File: config.mk
export PLATFORM = sky130hd
export DESIGN_NAME = door_alert_mute_siren_controller_unit_flat
export DESIGN_NICKNAME = d
export VERILOG_FILES = /design/src/rtl/core/dams_pkg.sv /design/src/rtl/core/dams_if.sv /design/src/rtl/core/door_alert_mute_siren_controller_unit.sv /design/src/flat_wrapper.sv
export SDC_FILE = /design/constraint.sdc
export NUM_CORES = 1
export LEC_CHECK = 0
export BUFFER_PORTS_ARGS = -buffer_cell sky130_fd_sc_hd__buf_4
export CAP_MARGIN = 5
export CELL_PAD_IN_SITES_DETAIL_PLACEMENT = 0
export CELL_PAD_IN_SITES_GLOBAL_PLACEMENT = 1
export CORE_ASPECT_RATIO = 0.75
export CORE_MARGIN = 2
export CORE_UTILIZATION = 51
export DETAILED_ROUTE_END_ITERATION = 6
export MAX_ROUTING_LAYER = met4
export PLACE_DENSITY = 0.95
export SETUP_SLACK_MARGIN = 0.3
export SYNTH_ARGS = -nofsm -noshare
export SYNTH_HDL_FRONTEND = slang
export SYNTH_SLANG_ARGS = --single-unit
File: constraint.sdc
create_clock -name clk -period 5.3 [get_ports clk]
set_input_delay 0.53 -clock clk [delete_from_list [all_inputs] [get_ports clk]]
set_output_delay 0.53 -clock clk [all_outputs]
set_load 0.05 [all_outputs]
File: src/rtl/core/dams_pkg.sv
// Package with the mode, command and register codes of the door alert controller.
package dams_pkg;

    // Width of the configuration registers and of the register index.
    localparam int REG_W       = 20;
    localparam int CFG_INDEX_W = 8;

    // Operating modes as reported in mode_code.
    localparam logic [1:0] MODE_IDLE  = 2'd0;
    localparam logic [1:0] MODE_ALERT = 2'd1;
    localparam logic [1:0] MODE_MUTED = 2'd2;
    localparam logic [1:0] MODE_SIREN = 2'd3;

    // Commands for the melody player.
    localparam logic [1:0] CMD_NONE = 2'd0;
    localparam logic [1:0] CMD_STOP = 2'd1;
    localparam logic [1:0] CMD_PLAY = 2'd2;
    localparam logic [1:0] CMD_LOOP = 2'd3;

    // Configuration register indexes.
    localparam logic [CFG_INDEX_W-1:0] REG_PAUSE_TICKS = 8'd0;
    localparam logic [CFG_INDEX_W-1:0] REG_MUTE_TICKS  = 8'd1;

    // Register values after reset.
    localparam logic [REG_W-1:0] PAUSE_TICKS_RST = 20'd3000;
    localparam logic [REG_W-1:0] MUTE_TICKS_RST  = 20'd300000;

endpackage

File: src/rtl/core/dams_if.sv
// Channel interfaces for tick items, result items and configuration writes.

// One millisecond tick with the debounced input levels.
interface dams_tick_if;
    logic valid;
    logic ready;
    logic door_open;
    logic mute_pressed;
    logic siren_pressed;
    logic melody_finished;

    modport source (output valid, output door_open, output mute_pressed,
                    output siren_pressed, output melody_finished, input ready);
    modport sink   (input valid, input door_open, input mute_pressed,
                    input siren_pressed, input melody_finished, output ready);
endinterface

// One result per tick: mode, LED levels and melody control.
interface dams_result_if;
    logic       valid;
    logic       ready;
    logic [1:0] mode_code;
    logic       led_door_on;
    logic       led_mute_on;
    logic       led_siren_on;
    logic [1:0] melody_command;
    logic       melody_advance;

    modport source (output valid, output mode_code, output led_door_on,
                    output led_mute_on, output led_siren_on, output melody_command,
                    output melody_advance, input ready);
    modport sink   (input valid, input mode_code, input led_door_on,
                    input led_mute_on, input led_siren_on, input melody_command,
                    input melody_advance, output ready);
endinterface

// Register write channel.
interface dams_cfg_if;
    logic                           valid;
    logic                           ready;
    logic [dams_pkg::CFG_INDEX_W-1:0] index;
    logic [dams_pkg::REG_W-1:0]       data;

    modport source (output valid, output index, output data, input ready);
    modport sink   (input valid, input index, input data, output ready);
endinterface

File: src/rtl/core/door_alert_mute_siren_controller_unit.sv
// Top level of the door alert, mute and siren controller.
//
//  Channel  Direction  Carries
//  -------  ---------  ----------------------------------------------------
//  tick     in         door_open, mute_pressed, siren_pressed, melody_finished
//  result   out        mode_code, three LED levels, melody_command, melody_advance
//  cfg      in         register index and write data (pause and mute timeout)
//
// Each tick's mode update is computed from the tick payload and the state
// registers, and lands in the result register.
// The result register is the only stage, so a tick is taken every cycle
// while the result is taken or the register is empty; a stalled result
// holds the tick channel. Reset clears the mode, the counters and the LEDs,
// and loads the default timeouts. Configuration writes are always taken.
module door_alert_mute_siren_controller_unit #(
    parameter int TIMER_BITS = 20
) (
    input  logic                 clk,
    input  logic                 rst_n,
    dams_tick_if.sink            tick,
    dams_result_if.source        result,
    dams_cfg_if.sink             cfg
);
    import dams_pkg::*;

    // Compare width that covers both the counters and the registers.
    localparam int CMP_W = (TIMER_BITS > REG_W) ? TIMER_BITS : REG_W;

    logic [REG_W-1:0]      pause_ticks_reg;
    logic [REG_W-1:0]      mute_ticks_reg;
    logic [1:0]            mode_reg, mode_next;
    logic                  pausing_reg, pausing_next;
    logic [TIMER_BITS-1:0] pause_el_reg, pause_el_next;
    logic [TIMER_BITS-1:0] mute_el_reg, mute_el_next;
    logic                  led_door_reg, led_door_next;
    logic                  led_mute_reg, led_mute_next;
    logic                  led_siren_reg, led_siren_next;
    logic [1:0]            cmd_reg, cmd_next;
    logic                  adv_reg, adv_next;
    logic                  out_valid_reg;
    logic                  tick_xfer;
    logic                  pause_done;
    logic                  mute_done;

    // A tick is taken when the result register is free or being emptied.
    assign tick.ready = !out_valid_reg || result.ready;
    assign tick_xfer  = tick.valid && tick.ready;
    assign cfg.ready  = 1'b1;

    // Configuration registers.
    always_ff @(posedge clk or negedge rst_n)
    begin
        if (!rst_n)
        begin
            pause_ticks_reg <= PAUSE_TICKS_RST;
            mute_ticks_reg  <= MUTE_TICKS_RST;
        end
        else if (cfg.valid)
        begin
            case (cfg.index)
                REG_PAUSE_TICKS: pause_ticks_reg <= cfg.data;
                REG_MUTE_TICKS:  mute_ticks_reg  <= cfg.data;
                default:         ;
            endcase
        end
    end

    // Mode update for one tick; later checks override earlier ones.
    always_comb
    begin
        mode_next      = mode_reg;
        pausing_next   = pausing_reg;
        pause_el_next  = pause_el_reg;
        mute_el_next   = mute_el_reg;
        led_door_next  = led_door_reg;
        led_mute_next  = led_mute_reg;
        led_siren_next = led_siren_reg;
        cmd_next       = CMD_NONE;
        adv_next       = 1'b0;

        // The elapsed counters advance at the start of the tick and saturate.
        if (pausing_reg && !(&pause_el_reg))
        begin
            pause_el_next = pause_el_reg + 1'b1;
        end
        if ((mode_reg == MODE_MUTED) && !(&mute_el_reg))
        begin
            mute_el_next = mute_el_reg + 1'b1;
        end

        pause_done = CMP_W'(pause_el_next) >= CMP_W'(pause_ticks_reg);
        mute_done  = CMP_W'(mute_el_next) >= CMP_W'(mute_ticks_reg);

        case (mode_reg)
            MODE_IDLE:
            begin
                if (tick.siren_pressed)
                begin
                    cmd_next       = CMD_LOOP;
                    led_siren_next = 1'b1;
                    mode_next      = MODE_SIREN;
                end
                else if (tick.door_open)
                begin
                    cmd_next      = CMD_PLAY;
                    led_door_next = 1'b1;
                    mode_next     = MODE_ALERT;
                end
            end
            MODE_ALERT:
            begin
                adv_next      = 1'b1;
                led_door_next = tick.door_open;
                // Melody done: start a pause, or play again once it has run out.
                if (tick.melody_finished && tick.door_open)
                begin
                    if (!pausing_reg)
                    begin
                        pausing_next  = 1'b1;
                        pause_el_next = '0;
                        cmd_next      = CMD_STOP;
                    end
                    else if (pause_done)
                    begin
                        pausing_next = 1'b0;
                        cmd_next     = CMD_PLAY;
                    end
                end
                if (!tick.door_open)
                begin
                    cmd_next      = CMD_STOP;
                    led_door_next = 1'b0;
                    pausing_next  = 1'b0;
                    mode_next     = MODE_IDLE;
                end
                if (tick.mute_pressed)
                begin
                    cmd_next      = CMD_STOP;
                    led_mute_next = 1'b1;
                    mute_el_next  = '0;
                    pausing_next  = 1'b0;
                    mode_next     = MODE_MUTED;
                end
                if (tick.siren_pressed)
                begin
                    cmd_next       = CMD_LOOP;
                    led_siren_next = 1'b1;
                    pausing_next   = 1'b0;
                    mode_next      = MODE_SIREN;
                end
            end
            MODE_MUTED:
            begin
                led_door_next = tick.door_open;
                if (!tick.door_open)
                begin
                    led_mute_next = 1'b0;
                    pausing_next  = 1'b0;
                    mode_next     = MODE_IDLE;
                end
                // Mute runs out while the door is still open.
                if (mute_done && tick.door_open)
                begin
                    led_mute_next = 1'b0;
                    cmd_next      = CMD_PLAY;
                    pausing_next  = 1'b0;
                    mode_next     = MODE_ALERT;
                end
                if (tick.siren_pressed)
                begin
                    led_mute_next  = 1'b0;
                    cmd_next       = CMD_LOOP;
                    led_siren_next = 1'b1;
                    pausing_next   = 1'b0;
                    mode_next      = MODE_SIREN;
                end
            end
            default:
            begin
                // Siren is latched until reset.
                adv_next = 1'b1;
            end
        endcase
    end

    // State and result registers update together on each tick transfer.
    always_ff @(posedge clk or negedge rst_n)
    begin
        if (!rst_n)
        begin
            mode_reg      <= MODE_IDLE;
            pausing_reg   <= 1'b0;
            pause_el_reg  <= '0;
            mute_el_reg   <= '0;
            led_door_reg  <= 1'b0;
            led_mute_reg  <= 1'b0;
            led_siren_reg <= 1'b0;
            out_valid_reg <= 1'b0;
        end
        else
        begin
            if (tick_xfer)
            begin
                mode_reg      <= mode_next;
                pausing_reg   <= pausing_next;
                pause_el_reg  <= pause_el_next;
                mute_el_reg   <= mute_el_next;
                led_door_reg  <= led_door_next;
                led_mute_reg  <= led_mute_next;
                led_siren_reg <= led_siren_next;
                out_valid_reg <= 1'b1;
            end
            else if (result.ready)
            begin
                out_valid_reg <= 1'b0;
            end
        end
    end

    // Per-tick melody outputs.
    always_ff @(posedge clk or negedge rst_n)
    begin
        if (!rst_n)
        begin
            cmd_reg <= CMD_NONE;
            adv_reg <= 1'b0;
        end
        else if (tick_xfer)
        begin
            cmd_reg <= cmd_next;
            adv_reg <= adv_next;
        end
    end

    // The state registers hold the mode and LEDs of the pending result.
    assign result.valid          = out_valid_reg;
    assign result.mode_code      = mode_reg;
    assign result.led_door_on    = led_door_reg;
    assign result.led_mute_on    = led_mute_reg;
    assign result.led_siren_on   = led_siren_reg;
    assign result.melody_command = cmd_reg;
    assign result.melody_advance = adv_reg;

endmodule

File: src/flat_wrapper.sv
// flat-port wrapper written by rule: the top's interface ports become plain ports
module door_alert_mute_siren_controller_unit_flat import dams_pkg::*;
#(
    parameter int TIMER_BITS = 20
)
  (clk, rst_n, tick_valid, tick_door_open, tick_mute_pressed, tick_siren_pressed, tick_melody_finished, tick_ready, result_valid, result_mode_code, result_led_door_on, result_led_mute_on, result_led_siren_on, result_melody_command, result_melody_advance, result_ready, cfg_valid, cfg_index, cfg_data, cfg_ready);
  dams_tick_if tick_i ();
  dams_result_if result_i ();
  dams_cfg_if cfg_i ();
  input  logic clk;
  input  logic rst_n;
  input wire logic [$bits(tick_i.valid)-1:0] tick_valid;
  input wire logic [$bits(tick_i.door_open)-1:0] tick_door_open;
  input wire logic [$bits(tick_i.mute_pressed)-1:0] tick_mute_pressed;
  input wire logic [$bits(tick_i.siren_pressed)-1:0] tick_siren_pressed;
  input wire logic [$bits(tick_i.melody_finished)-1:0] tick_melody_finished;
  output wire logic [$bits(tick_i.ready)-1:0] tick_ready;
  output wire logic [$bits(result_i.valid)-1:0] result_valid;
  output wire logic [$bits(result_i.mode_code)-1:0] result_mode_code;
  output wire logic [$bits(result_i.led_door_on)-1:0] result_led_door_on;
  output wire logic [$bits(result_i.led_mute_on)-1:0] result_led_mute_on;
  output wire logic [$bits(result_i.led_siren_on)-1:0] result_led_siren_on;
  output wire logic [$bits(result_i.melody_command)-1:0] result_melody_command;
  output wire logic [$bits(result_i.melody_advance)-1:0] result_melody_advance;
  input wire logic [$bits(result_i.ready)-1:0] result_ready;
  input wire logic [$bits(cfg_i.valid)-1:0] cfg_valid;
  input wire logic [$bits(cfg_i.index)-1:0] cfg_index;
  input wire logic [$bits(cfg_i.data)-1:0] cfg_data;
  output wire logic [$bits(cfg_i.ready)-1:0] cfg_ready;
  assign tick_i.valid = tick_valid;
  assign tick_i.door_open = tick_door_open;
  assign tick_i.mute_pressed = tick_mute_pressed;
  assign tick_i.siren_pressed = tick_siren_pressed;
  assign tick_i.melody_finished = tick_melody_finished;
  assign tick_ready = tick_i.ready;
  assign result_valid = result_i.valid;
  assign result_mode_code = result_i.mode_code;
  assign result_led_door_on = result_i.led_door_on;
  assign result_led_mute_on = result_i.led_mute_on;
  assign result_led_siren_on = result_i.led_siren_on;
  assign result_melody_command = result_i.melody_command;
  assign result_melody_advance = result_i.melody_advance;
  assign result_i.ready = result_ready;
  assign cfg_i.valid = cfg_valid;
  assign cfg_i.index = cfg_index;
  assign cfg_i.data = cfg_data;
  assign cfg_ready = cfg_i.ready;
  door_alert_mute_siren_controller_unit #(.TIMER_BITS(TIMER_BITS)) u_core (.clk(clk), .rst_n(rst_n), .tick(tick_i), .result(result_i), .cfg(cfg_i));
endmodule
==> impl_metrics.ini <==
[outcome]
outcome = finished, final reports clean

[clock_network]
cts.path.max_buffers = 2
ctsResizeCount = 0
htree_num_levels = 3
clock_latency_ns = 0.35
clk_pin_slew_worst_paths_ns = 0.06
cts_setup_buffers = 0
hold_buffers = 0
cts_tree = yes
cts_buffers = 9
root_buffer = clkbuf_16
clock_sinks = 90

[synthesis]
syn_area_per_cell_um2 = 9.15
ys.flop_type = dfrtp_1
async_reset_ff_share_pct = 100
ys_types = 64
ys_seq_area_share_pct = 38.3
synth_top_cells_by_count = 75 x dfrtp_1, 75 x nand2_1, 53 x inv_1
synth-edff-count = 0
yosys.area.top_type = dfrtp_1
synth_cells = 647
yosys_warnings = 0
synth-seq-cells = 90
synthTopCellsByArea = dfrtp_1 32%, ha_1 9.7%, dfstp_2 6.7%
synth_nets = 730
synth_top_area_share_pct = 31.7
syn_area_um2 = 5920

[timing]
tightest_slew_ns = 1.12
skew_ns = 0.00969
fin_tns_setup_ns = 0
period_share_pct = 82.6
hold_ws_ns = 0.0923
final-setup-viol-count = 0
hold_viol = 0
fmax_mhz = 229
drv_slew = 0
fin_crit_ns = 4.38
slew-limit-headroom_pct = 24.8
rsz0062_at_grt = no

[cells_and_area]
num_antenna_cells = 0
drive_gt1_share_pct = 17.4
layout.nets = 757
final_cells = 823
areaGrowthSynthToFinish_pct = 12.0
final_area_um2 = 6630

[worst_setup_path]
critPathArrivalTime_ns = 4.60
critPathMaxFanout = 11
r2r_start = u_core.result.mode_code[0]
r2r_end = u_core.result.mode_code[1]
endpoint_kind = flop
critPathLaunchType = flop
r2r_setup_slack_ns = 0.92
worstPathRequired_ns = 5.53
reg2regPathDepth = 13
critical_path_class = flop to flop

[global_route]
use_met3_pct = 5.01
grtUsageTotal_pct = 25.0
met2_usage_pct = 36.5
grt_first_pass_wirelength_mm = 24.3
grt_use_met1_pct = 35.5
grt_max_degree = 66
grt_busiest_layer = met2
grt_overflow_total = 0
grt_antenna_before_repair = 0
grt_pass1_vias = 4915

[die]
initial_core_util_pct = 51.8
chipWidth_um = 128
die-height_um = 97.3
io_pins = 48
core-area_um2 = 11400
die_area_um2 = 12500
rows = 34

[detailed_routing]
drc = 0
drtIter0Drc = 367
first_pass_iters = 5
final_antenna_net_count = 0
finalWirelength_mm = 14.5
num_vias = 4932
post_drt_wl_per_cell_um = 17.6
vias_per_cell = 5.99

[placement]
hpwl_mm = 10.3
dp_cells = 807
dpl_cell_area_um2 = 6320
gp_congestion = 0.888
io_buffers = 46

[worst_hold_path]
hold_path.class = input port to asynchronous set/reset pin

[job]
maxCapViolCount = 0

[power_and_ir_drop]
irDropWorstVdd_v = 0.000326
power_w = 0.00271
cellPowerDensity_nw_per_um2 = 408
leakage_nw = 2.94
## kinds of logic after synthesis
| kind of cell | Yosys count | synth area share, % |
|---|---|---|
| buffers and inverters | 87 | 6.15 |
| flip-flops | 90 | 38.3 |
| XOR/XNOR | 38 | 5.62 |
| other | 1 | 0.0633 |
| AO/OA/AOI/OAI | 174 | 18.9 |
| AND/OR/NAND/NOR | 186 | 16.5 |
| adder cells (fa/ha/maj) | 46 | 9.72 |
| multiplexers | 25 | 4.73 |
## where the power goes
group	switching (W)	internal [W]
sequential	0.000198	0.000837
combinational	0.000593	0.000401
clock	0.000274	0.000404
## cells in the final DEF (no fill, tap or decap), types with 3 or more instances in the layout
cell / n
dfrtp_1: 75
o221ai_1: 3
a21oi_1: 35
buf_4: 50
a21o_1: 6
clkbuf_8: 3
nor4_1: 6
o211ai_1: 3
nand4_1: 19
nand2_1: 75
and4_1: 9
nand2b_1: 4
nand3_1: 22
inv_1: 53
o21ai_1: 21
and3_1: 7
or3_1: 12
xnor2_1: 32
o31ai_1: 22
xor2_1: 6
ha_1: 46
dfstp_2: 15
o21ai_0: 47
nor2_1: 14
a31oi_1: 12
mux2_2: 24
clkbuf_16: 9
## per-layer routing
| metal | routed length, µm | up-vias |
|---|---|---|
| met1 | 6830 | 2357 |
| met2 | 6490 | 177 |
| met5 | 0 | - |
| li1 | - | 2382 |
| met4 | 210 | 0 |
| met3 | 921 | 16 |
## cell type report
| type | count | area, µm² |
|---|---|---|
| fillers | 1018 | 4810 |
| clock buffers | 12 | 267 |
| repair buffers | 50 | 375 |
| multi-input cells | 470 | 3290 |
| inverters | 53 | 199 |
| clock inverters | 4 | 48.8 |
| flip-flops and latches | 90 | 2270 |
| well taps | 144 | 180 |
## through the flow
stage               setup slack [ns]  utilization [%]
CTS                             1.02             57.9
global placement                1.18             55.2
detailed placement              1.05             55.2
finish                         0.924             57.9
global route                   0.649             57.9
floorplan                       1.38                -
## how the worst max path moves through the flow
stage,startpoint,end,slack (ns),depth (start not counted)
final,u_core.result.mode_code[0],u_core.result.mode_code[1],0.92,13
after detailed placement,u_core.result.mode_code[0],u_core.result.mode_code[1],1.05,13
after global routing,u_core.result.mode_code[0],u_core.result.mode_code[1],0.65,13
after global placement,u_core.result.mode_code[0],u_core.result.mode_code[1],1.18,13
after floorplan,u_core.result.mode_code[1],u_core.result.mode_code[1],1.38,13
after CTS,u_core.result.mode_code[0],u_core.result.mode_code[1],1.02,13
## critical path: stages (launching register included)
cell      delay [ns]
dfrtp_1         0.43
inv_1           0.12
ha_1            0.40
inv_1           0.22
or4b_4          0.60
a211oi_4        0.32
nand3_1         0.18
xnor2_1         0.17
ha_1            0.32
nand4_1         0.11
or4_1           0.53
o211ai_1        0.50
nor4_1          0.11
a211o_1         0.24
(Power assumes the default switching activity.)
